`src/rtl/core/omni_odo_pkg.sv`:
```
// Shared types and constants for the three-wheel omni odometry block.
// Item structs, register indexes, fixed-point constants, datapath step codes.
// No dependencies.
package omni_odo_pkg;

  typedef struct packed {
    logic signed [15:0] wheel_speed_0;
    logic signed [15:0] wheel_speed_1;
    logic signed [15:0] wheel_speed_2;
    logic        [15:0] time_step;
    logic               clear_pose;
  } in_item_t;

  typedef struct packed {
    logic signed [31:0] pos_x;
    logic signed [31:0] pos_y;
    logic signed [15:0] heading;
    logic signed [15:0] body_vx;
    logic signed [15:0] body_vy;
    logic signed [15:0] body_omega;
  } out_item_t;

  // config register indexes
  localparam logic [0:0] CFG_LINEAR_GAIN  = 1'b0;
  localparam logic [0:0] CFG_ANGULAR_GAIN = 1'b1;

  localparam logic [15:0] LINEAR_GAIN_RESET  = 16'd21845;
  localparam logic [15:0] ANGULAR_GAIN_RESET = 16'd4096;

  // 2/sqrt3 in Q16
  localparam logic [16:0] TWO_OVER_ROOT3 = 17'd75675;
  // 1/pi in Q32, split into a 15-bit high and a 16-bit low half
  localparam logic [14:0] INV_PI_HI = 15'd20860;
  localparam logic [15:0] INV_PI_LO = 16'd49591;

  // quarter-wave sine polynomial, Q16
  localparam logic [16:0] SIN_A = 17'd102944;
  localparam logic [16:0] SIN_B = 17'd42047;
  localparam logic [12:0] SIN_C = 13'd4640;

  // datapath micro-steps, issued in order by the controller
  typedef enum logic [4:0] {
    OP_NONE, OP_VX, OP_VY1, OP_OM, OP_VY2,
    OP_SZ, OP_SP1, OP_SP2, OP_SP3,
    OP_CZ, OP_CP1, OP_CP2, OP_CP3,
    OP_DX1, OP_DX2, OP_DX3,
    OP_DY1, OP_DY2, OP_DY3,
    OP_H1, OP_H2, OP_H3, OP_H4
  } op_t;

  typedef struct packed {
    logic load;     // capture input item, apply clear
    logic publish;  // copy pose and velocities to output register
    op_t  op;
  } cmd_t;

endpackage

```
`src/rtl/core/omni_forward_kinematics_odometry.sv`:
```
// Top level of the three-wheel omni forward kinematics and odometry block.
// Depends on omni_odo_pkg, omni_odo_ctrl and omni_odo_dp.
//
// Usage:
//   Input channel (in_valid / in_stall / in_data): one transaction carries
//   three wheel speeds, a time step and a clear flag. Output channel
//   (out_valid / out_stall / out_data): one transaction per input item with
//   the updated pose and the body velocities of that item.
//   Config port: cfg_we writes cfg_data to register cfg_index (0 linear gain,
//   1 angular gain) at the clock edge; write only while the block is idle.
// Sequence:
//   After the accepting edge the item runs through 22 steps on the
//   single shared 36x18 multiplier (velocities, sine and cosine polynomials,
//   position and heading updates) and then a publish step; out_valid is registered.
//   The next item is accepted only once the controller is back in idle, the
//   cycle after publish; in_stall stays high until then.
// Reset (rst, synchronous): gains return to their defaults, pose and
//   velocities to zero, output channel empty.
// Stall: the result sits in an output register. A new item can be accepted
//   and worked on while it waits; that item's publish waits until the
//   register is taken, and in_stall stays high meanwhile.
module omni_forward_kinematics_odometry import omni_odo_pkg::*; (
  input  logic        clk,
  input  logic        rst,
  input  logic        in_valid,
  output logic        in_stall,
  input  in_item_t    in_data,
  output logic        out_valid,
  input  logic        out_stall,
  output out_item_t   out_data,
  input  logic        cfg_we,
  input  logic [0:0]  cfg_index,
  input  logic [15:0] cfg_data
);

  cmd_t cmd;

  // sequencer: handshake and step order
  omni_odo_ctrl u_ctrl (
    .clk       (clk),
    .rst       (rst),
    .in_valid  (in_valid),
    .in_stall  (in_stall),
    .out_valid (out_valid),
    .out_stall (out_stall),
    .cmd       (cmd)
  );

  // arithmetic, pose state and output register
  omni_odo_dp u_dp (
    .clk       (clk),
    .rst       (rst),
    .cmd       (cmd),
    .in_data   (in_data),
    .cfg_we    (cfg_we),
    .cfg_index (cfg_index),
    .cfg_data  (cfg_data),
    .out_data  (out_data)
  );

endmodule

```
`src/rtl/core/omni_odo_dp.sv`:
```
// Datapath: gains, pose state, one shared 36x18 multiplier and step logic.
// Depends on omni_odo_pkg; driven by omni_odo_ctrl commands.
module omni_odo_dp import omni_odo_pkg::*; (
  input  logic        clk,
  input  logic        rst,
  input  cmd_t        cmd,
  input  in_item_t    in_data,
  input  logic        cfg_we,
  input  logic [0:0]  cfg_index,
  input  logic [15:0] cfg_data,
  output out_item_t   out_data
);

  function automatic logic signed [15:0] sat16(input logic signed [53:0] v);
    if (v > 54'sd32767) begin
      return 16'sh7FFF;
    end else if (v < -54'sd32768) begin
      return 16'sh8000;
    end
    return v[15:0];
  endfunction

  function automatic logic signed [31:0] sat32(input logic signed [53:0] v);
    if (v > 54'sd2147483647) begin
      return 32'sh7FFFFFFF;
    end else if (v < -54'sd2147483648) begin
      return 32'sh80000000;
    end
    return v[31:0];
  endfunction

  logic        [15:0] linear_gain;
  logic        [15:0] angular_gain;
  logic signed [31:0] x_position;
  logic signed [31:0] y_position;
  logic        [15:0] heading_angle;
  logic signed [15:0] velocity_x;
  logic signed [15:0] velocity_y;
  logic signed [15:0] angular_rate;

  logic signed [17:0] e_vx;
  logic signed [16:0] e_vy;
  logic signed [17:0] e_om;
  logic        [15:0] dt;
  logic signed [53:0] prod;
  logic signed [35:0] tmp;
  logic        [14:0] z2;
  logic signed [16:0] sin_val;
  logic signed [16:0] cos_val;
  logic signed [63:0] acc;

  logic signed [35:0] mul_a;
  logic signed [17:0] mul_b;

  logic        [15:0] cos_ang;
  logic        [14:0] xq_s;
  logic        [14:0] xq_c;
  logic        [14:0] prod_z;
  logic        [16:0] poly1;
  logic        [16:0] poly2;
  logic        [16:0] q_mag;
  logic        [16:0] q_mag_c;
  logic signed [16:0] sin_next;
  logic signed [16:0] cos_next;

  logic signed [53:0] rnd_vx;
  logic signed [53:0] rnd_vy;
  logic signed [53:0] rnd_om;
  logic signed [53:0] rnd_pos;
  logic signed [53:0] x_sum;
  logic signed [53:0] y_sum;
  logic signed [63:0] h_sum;
  logic signed [17:0] w0;
  logic signed [17:0] w1;
  logic signed [17:0] w2;

  // quarter-wave folding for sine (heading) and cosine (heading + pi/2)
  assign cos_ang = heading_angle + 16'd16384;
  assign xq_s = heading_angle[14] ? 15'd16384 - {1'b0, heading_angle[13:0]}
                                  : {1'b0, heading_angle[13:0]};
  assign xq_c = cos_ang[14] ? 15'd16384 - {1'b0, cos_ang[13:0]}
                            : {1'b0, cos_ang[13:0]};

  // polynomial intermediate terms (small unsigned values) and signed sine and cosine results
  assign prod_z  = prod[28:14];
  assign poly1   = SIN_B - {4'b0000, prod[26:14]};
  assign poly2   = SIN_A - prod[30:14];
  assign q_mag   = prod[31:15];
  assign q_mag_c = (q_mag > 17'd32768) ? 17'd32768 : q_mag;
  assign sin_next = heading_angle[15] ? -$signed(q_mag_c) : $signed(q_mag_c);
  assign cos_next = cos_ang[15] ? -$signed(q_mag_c) : $signed(q_mag_c);

  // round to nearest, ties up: add half then arithmetic shift
  assign rnd_vx  = (prod + 54'sd32768) >>> 16;
  assign rnd_vy  = (prod + 54'sd2147483648) >>> 32;
  assign rnd_om  = (prod + 54'sd4096) >>> 13;
  assign rnd_pos = (prod + 54'sd67108864) >>> 27;
  assign x_sum   = {{22{x_position[31]}}, x_position} + rnd_pos;
  assign y_sum   = {{22{y_position[31]}}, y_position} + rnd_pos;
  assign h_sum   = acc + ({{10{prod[53]}}, prod} <<< 16) + 64'sd8796093022208;

  assign w0 = {{2{in_data.wheel_speed_0[15]}}, in_data.wheel_speed_0};
  assign w1 = {{2{in_data.wheel_speed_1[15]}}, in_data.wheel_speed_1};
  assign w2 = {{2{in_data.wheel_speed_2[15]}}, in_data.wheel_speed_2};

  // operand selection for the shared multiplier
  always_comb begin
    mul_a = '0;
    mul_b = '0;
    case (cmd.op)
      OP_VX: begin
        mul_a = {{18{e_vx[17]}}, e_vx};
        mul_b = {2'b00, linear_gain};
      end
      OP_VY1: begin
        mul_a = {{19{e_vy[16]}}, e_vy};
        mul_b = {2'b00, linear_gain};
      end
      OP_OM: begin
        mul_a = {{18{e_om[17]}}, e_om};
        mul_b = {2'b00, angular_gain};
      end
      OP_VY2: begin
        mul_a = tmp;
        mul_b = {1'b0, TWO_OVER_ROOT3};
      end
      OP_SZ: begin
        mul_a = {21'd0, xq_s};
        mul_b = {3'd0, xq_s};
      end
      OP_CZ: begin
        mul_a = {21'd0, xq_c};
        mul_b = {3'd0, xq_c};
      end
      OP_SP1, OP_CP1: begin
        mul_a = {21'd0, prod_z};
        mul_b = {5'd0, SIN_C};
      end
      OP_SP2, OP_CP2: begin
        mul_a = {21'd0, z2};
        mul_b = {1'b0, poly1};
      end
      OP_SP3: begin
        mul_a = {21'd0, xq_s};
        mul_b = {1'b0, poly2};
      end
      OP_CP3: begin
        mul_a = {21'd0, xq_c};
        mul_b = {1'b0, poly2};
      end
      OP_DX1: begin
        mul_a = {{20{velocity_y[15]}}, velocity_y};
        mul_b = {sin_val[16], sin_val};
      end
      OP_DX2: begin
        mul_a = {{20{velocity_x[15]}}, velocity_x};
        mul_b = {cos_val[16], cos_val};
      end
      OP_DX3: begin
        mul_a = prod[35:0] - tmp;
        mul_b = {2'b00, dt};
      end
      OP_DY1: begin
        mul_a = {{20{velocity_x[15]}}, velocity_x};
        mul_b = {sin_val[16], sin_val};
      end
      OP_DY2: begin
        mul_a = {{20{velocity_y[15]}}, velocity_y};
        mul_b = {cos_val[16], cos_val};
      end
      OP_DY3: begin
        mul_a = prod[35:0] + tmp;
        mul_b = {2'b00, dt};
      end
      OP_H1: begin
        mul_a = {{20{angular_rate[15]}}, angular_rate};
        mul_b = {2'b00, dt};
      end
      OP_H2: begin
        mul_a = prod[35:0];
        mul_b = {2'b00, INV_PI_LO};
      end
      OP_H3: begin
        mul_a = tmp;
        mul_b = {3'b000, INV_PI_HI};
      end
      default: begin
        mul_a = '0;
        mul_b = '0;
      end
    endcase
  end

  // gains and odometry state
  always_ff @(posedge clk) begin
    if (rst) begin
      linear_gain   <= LINEAR_GAIN_RESET;
      angular_gain  <= ANGULAR_GAIN_RESET;
      x_position    <= '0;
      y_position    <= '0;
      heading_angle <= '0;
      velocity_x    <= '0;
      velocity_y    <= '0;
      angular_rate  <= '0;
    end else begin
      if (cfg_we) begin
        case (cfg_index)
          CFG_LINEAR_GAIN:  linear_gain  <= cfg_data;
          CFG_ANGULAR_GAIN: angular_gain <= cfg_data;
          default: ;
        endcase
      end
      if (cmd.load && in_data.clear_pose) begin
        x_position    <= '0;
        y_position    <= '0;
        heading_angle <= '0;
      end
      case (cmd.op)
        OP_VY1: velocity_x    <= sat16(rnd_vx);
        OP_VY2: angular_rate  <= sat16(rnd_om);
        OP_SZ:  velocity_y    <= sat16(rnd_vy);
        OP_DY1: x_position    <= sat32(x_sum);
        OP_H1:  y_position    <= sat32(y_sum);
        OP_H4:  heading_angle <= heading_angle + h_sum[59:44];
        default: ;
      endcase
    end
  end

  // working registers
  always_ff @(posedge clk) begin
    prod <= mul_a * mul_b;
    if (cmd.load) begin
      e_vx <= (w2 <<< 1) - w0 - w1;
      e_vy <= w1[16:0] - w0[16:0];
      e_om <= w0 + w1 + w2;
      dt   <= in_data.time_step;
    end
    case (cmd.op)
      OP_OM, OP_DX2, OP_DY2, OP_H2: tmp <= prod[35:0];
      OP_SP1, OP_CP1:               z2  <= prod_z;
      OP_CZ:                        sin_val <= sin_next;
      OP_DX1:                       cos_val <= cos_next;
      OP_H3:                        acc <= {{10{prod[53]}}, prod};
      default: ;
    endcase
    if (cmd.publish) begin
      out_data.pos_x      <= x_position;
      out_data.pos_y      <= y_position;
      out_data.heading    <= heading_angle;
      out_data.body_vx    <= velocity_x;
      out_data.body_vy    <= velocity_y;
      out_data.body_omega <= angular_rate;
    end
  end

endmodule

```
`src/rtl/core/omni_odo_ctrl.sv`:
```
// Controller: handshake state machine and step sequencer for the datapath.
// Depends on omni_odo_pkg.
module omni_odo_ctrl import omni_odo_pkg::*; (
  input  logic clk,
  input  logic rst,
  input  logic in_valid,
  output logic in_stall,
  output logic out_valid,
  input  logic out_stall,
  output cmd_t cmd
);

  typedef enum logic [2:0] {
    ST_IDLE = 3'b001,
    ST_RUN  = 3'b010,
    ST_WAIT = 3'b100
  } state_t;

  state_t state;
  state_t state_next;
  op_t    step;
  logic   out_free;

  assign in_stall = (state != ST_IDLE);
  assign out_free = !(out_valid && out_stall);

  always_comb begin
    state_next  = state;
    cmd.load    = 1'b0;
    cmd.publish = 1'b0;
    cmd.op      = OP_NONE;
    case (state)
      ST_IDLE: begin
        if (in_valid) begin
          cmd.load   = 1'b1;
          state_next = ST_RUN;
        end
      end
      ST_RUN: begin
        cmd.op = step;
        if (step == OP_H4) begin
          state_next = ST_WAIT;
        end
      end
      ST_WAIT: begin
        if (out_free) begin
          cmd.publish = 1'b1;
          state_next  = ST_IDLE;
        end
      end
      default: state_next = ST_IDLE;
    endcase
  end

  always_ff @(posedge clk) begin
    if (rst) begin
      state     <= ST_IDLE;
      step      <= OP_NONE;
      out_valid <= 1'b0;
    end else begin
      state <= state_next;
      if (cmd.load) begin
        step <= OP_VX;
      end else if (state == ST_RUN && step != OP_H4) begin
        step <= op_t'(step + 5'd1);
      end
      if (cmd.publish) begin
        out_valid <= 1'b1;
      end else if (!out_stall) begin
        out_valid <= 1'b0;
      end
    end
  end

endmodule
```
`config.mk`:
```
export PLATFORM = sky130hd
export DESIGN_NAME = omni_forward_kinematics_odometry
export DESIGN_NICKNAME = d
export VERILOG_FILES = /design/src/rtl/core/omni_odo_pkg.sv /design/src/rtl/core/omni_forward_kinematics_odometry.sv /design/src/rtl/core/omni_odo_dp.sv /design/src/rtl/core/omni_odo_ctrl.sv
export SDC_FILE = /design/constraint.sdc
export NUM_CORES = 2
export LEC_CHECK = 0
export ABC_AREA = 1
export BUFFER_PORTS_ARGS = -buffer_cell sky130_fd_sc_hd__buf_2
export CAP_MARGIN = 5
export CORE_AREA = 2 2 537 432
export DETAILED_ROUTE_END_ITERATION = 12
export DIE_AREA = 0 0 539 434
export PLACE_DENSITY_LB_ADDON = 0.08
export SLEW_MARGIN = 25
export SYNTH_ARGS = -nofsm -noshare
export SYNTH_HDL_FRONTEND = slang
export SYNTH_SLANG_ARGS = --single-unit
```
`constraint.sdc`:
```
create_clock -name clk -period 10.3 [get_ports clk]
set_input_delay 2.575 -clock clk [delete_from_list [all_inputs] [get_ports clk]]
set_output_delay 2.575 -clock clk [all_outputs]
set_load 0.005 [all_outputs]
```
# After elaboration in Yosys (flattened, before gate mapping)
# Cells that the tools add are included.
[word_totals] regBits=559 in_bits=87 output_inout_bits=130 wordCells=180
[op_classes] addsub=23 multipliers=1 n_lt_le_gt_ge=11 n_eq_ne=32 muxes=60 bitwise=1 reduce_logical=24
[op_table] cell="one-hot mux 36 bit (14 select lines)" count=1
[op_table] cell="two-way mux 32 bit" count=9
[op_table] cell="one-hot mux 18 bit (13 select lines)" count=1
[op_table] cell="two-way mux 16 bit" count=11
[op_table] cell="greater-than comparator 54 x 32 -> 1 bit, second input constant" count=2
[op_table] cell="< comparator 54 x 32 -> 1 bit, second input constant" count=2
[op_table] cell="adder 32 x 27 -> 33 bit" count=2
[op_table] cell="adder 60 x 44 -> 60 bit, second input constant" count=1
[op_table] cell="adder 60 bit" count=1
[op_table] cell="adder 54 x 14 -> 54 bit, second input constant" count=1
[op_table] cell="adder 54 x 17 -> 54 bit, second input constant" count=1
[op_table] cell="adder 54 x 28 -> 54 bit, second input constant" count=1
[op_table] cell="adder 54 x 33 -> 54 bit, second input constant" count=1
[op_table] cell="multiplier 36 x 18 -> 54 bit" count=1
[op_table] cell="two-way mux 17 bit" count=3
[op_table] cell="greater-than comparator 41 x 16 -> 1 bit, second input constant" count=1
[op_table] cell="< comparator 41 x 16 -> 1 bit, second input constant" count=1
[op_table] cell="== test 5 x 4 -> 1 bit, second input constant" count=8
[op_table] cell="== test 5 bit, second input constant" count=8
[op_table] cell="greater-than comparator 38 x 16 -> 1 bit, second input constant" count=1
[op_table] cell="< comparator 38 x 16 -> 1 bit, second input constant" count=1
[op_table] cell="adder 36 bit" count=1
[op_table] cell="subtractor 36 bit" count=1
[op_table] cell="two-way mux 15 bit" count=2
[op_table] cell="other kinds (37)" count=90

# Logic depth before layout (Yosys ltp)
[logic_depth] word_depth=9 mapped_depth=52 ltp_nobuf=49

# Modules after synthesis
# Synthesis repeated with hierarchy kept, for this count alone.
[hier_totals] cells_unflattened=7917 hier_area_um2=61317.6
[by_module_without_submodules] module="omni_odo_dp" n_inst=1 cells_per_inst=7835 area_each_um2=60738.3 seq_area_each_um2=13893.3
[by_module_without_submodules] module="omni_odo_ctrl" n_inst=1 cells_per_inst=82 area_each_um2=579.3 seq_area_each_um2=180.2

# Least setup slack after synthesis
# Ideal clock, no wire load.
[synth_path] path_type="input port to flip-flop" start="input out_stall" end="register u_dp.out_data[0] (netlist name)" setup_time_ns=0.658 arrival_time_ns=8.757 required_time_ns=9.642 path_slack_ns=0.884 stages=1 n_path_buf=0 path_cell_list="a21oi_1"
[synth_between] elab_chain_cells=3
[synth_rtl] item="start: declaration" line="omni_forward_kinematics_odometry.sv:29" text="input logic out_stall,"
[synth_rtl] item="logical AND 1 bit" line="omni_odo_ctrl.sv:25" text="assign out_free = !(out_valid && out_stall);"
[synth_rtl] item="two-way mux 1 bit" line="omni_odo_ctrl.sv:46" text="if (out_free) begin"
[synth_rtl] item="two-way mux 1 bit" line="omni_odo_ctrl.sv:32" text="case (state)"
# Every way passes these cells.
# A chain may end at the register's enable or synchronous reset.

# Worst setup path in the final report
[layout_path] start="register u_ctrl.state[0]" end="register u_dp.prod[43]"
[layout_between] elab_chain_cells=6 elab_cells_between_ends=38 cone_classes="mul: 1; eq/ne: 22; mux: 3; reduce/logical: 12"
[layout_rtl] item="start: declaration" line="omni_odo_ctrl.sv:19" text="state_t state;"
[layout_rtl] item="start signal: assignment" line="omni_odo_ctrl.sv:61" text="state <= state_next;"
[layout_rtl] item="== test 3 x 2 -> 1 bit (*)" line="omni_odo_ctrl.sv:32"
[layout_rtl] item="two-way mux 5 bit (*)" line="omni_odo_ctrl.sv:32"
[layout_rtl] item="== test 5 x 4 -> 1 bit (tied with other cells)" line="omni_odo_dp.sv:110" text="case (cmd.op)"
[layout_rtl] item="OR reduction 3 bit (no source line) (tied with other cells)"
[layout_rtl] item="one-hot mux 18 bit (13 select lines) or one-hot mux 36 bit (14 select lines) (tied branches)" line="omni_odo_dp.sv:110"
[layout_rtl] item="multiplier 36 x 18 -> 54 bit (*)" line="omni_odo_dp.sv:232" text="prod <= mul_a * mul_b;"
[layout_rtl] item="end signal: assignment" line="omni_odo_dp.sv:232"
[layout_rtl] item="end: declaration" line="omni_odo_dp.sv:45" text="logic signed [53:0] prod;"
# Every way passes the cells marked *; elsewhere a longest branch is shown, timed or not.

==> flow_metrics.env <==
export IMPL_cp_data_required_time_ns=10.86
export IMPL_timing_reg2reg_worst_path_depth=46
export IMPL_path_clk_slew_ns=0.06
export IMPL_path_common_cell="sky130_fd_sc_hd__inv_1"
export IMPL_wl_met3_um=16700
export IMPL_ys_seq_area_share_pct=22.9
export IMPL_yosys_register_bits=543
export IMPL_worst_path_max_delay_cell="sky130_fd_sc_hd__fa_1"
export IMPL_end_kind="flip-flop"
export IMPL_setup_worst_path_end="u_dp.prod[43]"
export IMPL_dpl_instance_area_mm2=0.0678
export IMPL_buffer_ports_inserted=216
export IMPL_wl_per_cell_um=24.9
export IMPL_placement_rows=157
export IMPL_detail_route_wirelength_met1_um=144000
export IMPL_finish_utilization_pct=30.8
export IMPL_die_height_um=434
export IMPL_share_of_the_synthesized_area_in_the_top_cell_type_pct=21.3
export IMPL_floorplan_die_area_mm2=0.234
export IMPL_report_final_slew_viol_count=0
export IMPL_power_density_mw_per_mm2=81.0
export IMPL_antenna_violating_nets_post_route=0
export IMPL_most_common_cell_after_layout_fill_and_taps_aside="sky130_fd_sc_hd__nand2_1"
export IMPL_critical_path_cell_count=46
export IMPL_synth_edff_count=320
export IMPL_maximum_root_to_sink_buffer_count=3
export IMPL_critical_path_top_delay_family="adder cells"
export IMPL_worstMarginPinSlew_ns=1.17
export IMPL_drv_max_cap_violation_count=0
export IMPL_post_synth_num_cell_types=78
export IMPL_grt_first_pass_wirelength_um=408000
export IMPL_post_cts_hold_buffer_count=0
export IMPL_route_detailed_vias_per_inst=4.87
export IMPL_cts_sinks=543
export IMPL_largest_fanout_on_the_critical_path=11
export IMPL_timing_final_hold_violations=0
export IMPL_cts_root_buf="sky130_fd_sc_hd__clkbuf_16"
export IMPL_finalClockSkew_ns=0.0338
export IMPL_synth_top_cell_by_area="sky130_fd_sc_hd__fa_1"
export IMPL_startpoint_type="flip-flop"
export IMPL_gp_routability_congestion=0.947
export IMPL_syn_instance_count=8004
export IMPL_maximum_level_of_the_cts_h_tree=3
export IMPL_timing_rr_start="u_ctrl.state[0]"
export IMPL_synth_async_reset_ratio_pct=0
export IMPL_routed_wl_um=285000
export IMPL_met2_wirelength_um=118000
export IMPL_grt_antenna_before_repair=15
export IMPL_finalInstanceArea_mm2=0.0703
export IMPL_synth_area_mm2=0.0615
export IMPL_place_hpwl_um=235000
export IMPL_yosys_top_cells_area="sky130_fd_sc_hd__fa_1 21%, sky130_fd_sc_hd__edfxtp_1 16%, sky130_fd_sc_hd__nand2_1 12%"
export IMPL_top_flip_flop_cell_by_instance_count_after_synthesis="sky130_fd_sc_hd__edfxtp_1"
export IMPL_topRoutingLayerUsed="met5"
export IMPL_cts_made_buffers=68
export IMPL_grt_pass1_vias=55100
export IMPL_drive_gt1_share_pct=9.81
export IMPL_syn2layout_area_growth_pct=14.3
export IMPL_detail_route_first_pass_iterations=6
export IMPL_timing_final_crit_share_pct=96.0
export IMPL_ys_warnings_count=0
export IMPL_p_leak_nw=33.7
export IMPL_power_ir_vdd_worst_mv=0.116
export IMPL_floorplan_die_width_um=539
export IMPL_layout_cells_most_common_list="1883 x sky130_fd_sc_hd__nand2_1, 1397 x sky130_fd_sc_hd__inv_1, 786 x sky130_fd_sc_hd__nor2_1"
export IMPL_r2r_end="u_dp.prod[43]"
export IMPL_design_final_nets=9533
export IMPL_fin_total_pwr_w=0.00570
export IMPL_final_period_minus_worst_setup_slack_ns=9.89
export IMPL_starting_density_of_the_core_pct=26.9
export IMPL_postSynthAreaPerCell_um2=7.68
export IMPL_holdCritStartpoint="u_dp.velocity_x[14]"
export IMPL_hold_crit_class="flip-flop to flip-flop"
export IMPL_grt_overflow_total=0
export IMPL_drtIter0Drc=5246
export IMPL_pin_count=217
export IMPL_clk_insertion_delay_late_ns=0.69
export IMPL_drc=0
export IMPL_fmax_mhz=101
export IMPL_synth_nets=9155
export IMPL_crit_type="flip-flop to flip-flop"
export IMPL_max_stage_delay_ns=0.55
export IMPL_maximum_number_of_pins_on_one_net_before_global_route_repair=106
export IMPL_tritoncts="built"
export IMPL_core_area_mm2=0.228
export IMPL_timing_critical_path_buf_inv=13
export IMPL_cp_arrival_ns=10.46
export IMPL_grt_util_all_layers_pct=24.1
export IMPL_crit_start="u_ctrl.state[0]"
export IMPL_slew_limit_headroom_pct=21.8
export IMPL_status="completed"
export IMPL_timing_reg2reg_setup_slack_ns=0.41
export IMPL_setup_violations_final=0
export IMPL_vias=55800
==> final cells by class <==
cell class	instances	area (um2)
antenna	5	12.5
tap	3021	3780
clock inverter	35	355
sequential	543	14100
inverter	1446	5440
timing repair buffer	531	3630
fill	24900	158000
clock buffer	91	1870
multi-input combinational	5792	41100
==> power breakdown <==
group / internal (W) / switching [W] / total, W
clock: 0.00142 / 0.00107 / 0.00248
combinational: 0.000205 / 0.000504 / 0.000709
sequential: 0.00245 / 0.0000556 / 0.00250
total: 0.00407 / 0.00163 / 0.00569
==> synth_stat cells, drive strengths merged, types with 4 or more instances <==
library cell / number
nor3: 84
and3: 4
nor3b: 5
nor4: 29
a21o: 20
o21ai: 354
nand3b: 14
or2: 13
o21a: 23
o2111ai: 10
fa: 655
nor2: 821
a21boi: 14
and2: 12
nand3: 378
xor2: 200
edfxtp: 320
nand2: 1906
o31ai: 13
xnor2: 82
o22ai: 17
a22o: 7
a32o: 5
o21bai: 25
nand4: 76
a31oi: 25
buf: 150
ha: 409
clkbuf: 73
a221oi: 16
dfxtp: 223
o211ai: 21
a211oi: 23
a21oi: 507
inv: 1443
o221ai: 9
==> per-stage QoR <==
stage / worst slack, ns / setup TNS [ns] / std cells / hold slack [ns]
3_5_place_dp: -0.784 / -10.73 / 11300 / 0.417
4_1_cts: 0.0239 / 0 / 11500 / 0.420
2_1_floorplan: 0.884 / 0 / 8004 / 0.403
6_report: 0.409 / 0 / 11500 / 0.423
3_3_place_gp: -0.914 / -12.97 / 11300 / 0.423
5_1_grt: -0.0168 / -0.0225 / 11500 / 0.439
==> worst reg2reg max path, delay by kind of cell, from the launching register on <==
kind | cells | cell delay (ns)
adders and majority gates | 8 | 3.77
AOI/OAI and AO/OA | 10 | 2.21
and+or+nand+nor | 13 | 1.82
buffers and inverters | 13 | 1.31
xor gates and xnor gates | 2 | 0.33
DFF | 1 | 0.32
==> routing by layer <==
layer	up-vias	global-route usage (%)
met5	-	0
met1	27800	36.7
met2	1717	35.6
li1	26100	-
met4	8	5.05
met3	265	3.46
==> repair_timing <==
item / CTS / global route
gates resized for setup: 8 / 52
setup endpoints to repair: 34 / 32
gates cloned: 0 / 0
buffers inserted: 0 / 7
pin swaps: 0 / 3
==> state kept, by name (all words and copies together), names as in the netlist, 17 cells and up <==
| register | count |
|---|---|
| u_dp.e_vx | 18 |
| u_dp.out_data | 128 |
| u_dp.y_position | 32 |
| u_dp.e_vy | 17 |
| u_dp.prod | 54 |
| u_dp.e_om | 18 |
| u_dp.x_position | 32 |
| u_dp.tmp | 36 |
| u_dp.cos_val | 17 |
| u_dp.sin_val | 17 |
| u_dp.acc | 38 |
==> cell families (layout without fill, tap and decap cells) <==
logic type,Yosys count,count (layout),share of synthesized area [%]
buffers and inverters,1669,2103,10.6
DFF,543,543,22.9
and+or+nand+nor,3345,3345,22.6
other,0,5,0
xor gates and xnor gates,282,282,4.02
adders and majority gates,1064,1064,29.7
AOI/OAI and AO/OA,1101,1101,10.2
==> how the worst min path moves through the flow <==
stage | endpoint | slack, ns | depth (start not counted)
2_1_floorplan | u_dp.acc[43] | 0.40 | 0
3_3_place_gp | u_dp.out_data[46] | 0.42 | 0
3_5_place_dp | u_dp.out_data[46] | 0.42 | 0
4_1_cts | u_dp.out_data[46] | 0.42 | 0
5_1_grt | u_dp.out_data[43] | 0.44 | 0
6_report | u_dp.out_data[46] | 0.42 | 0
No activity file was read; power rests on OpenSTA's default activity.
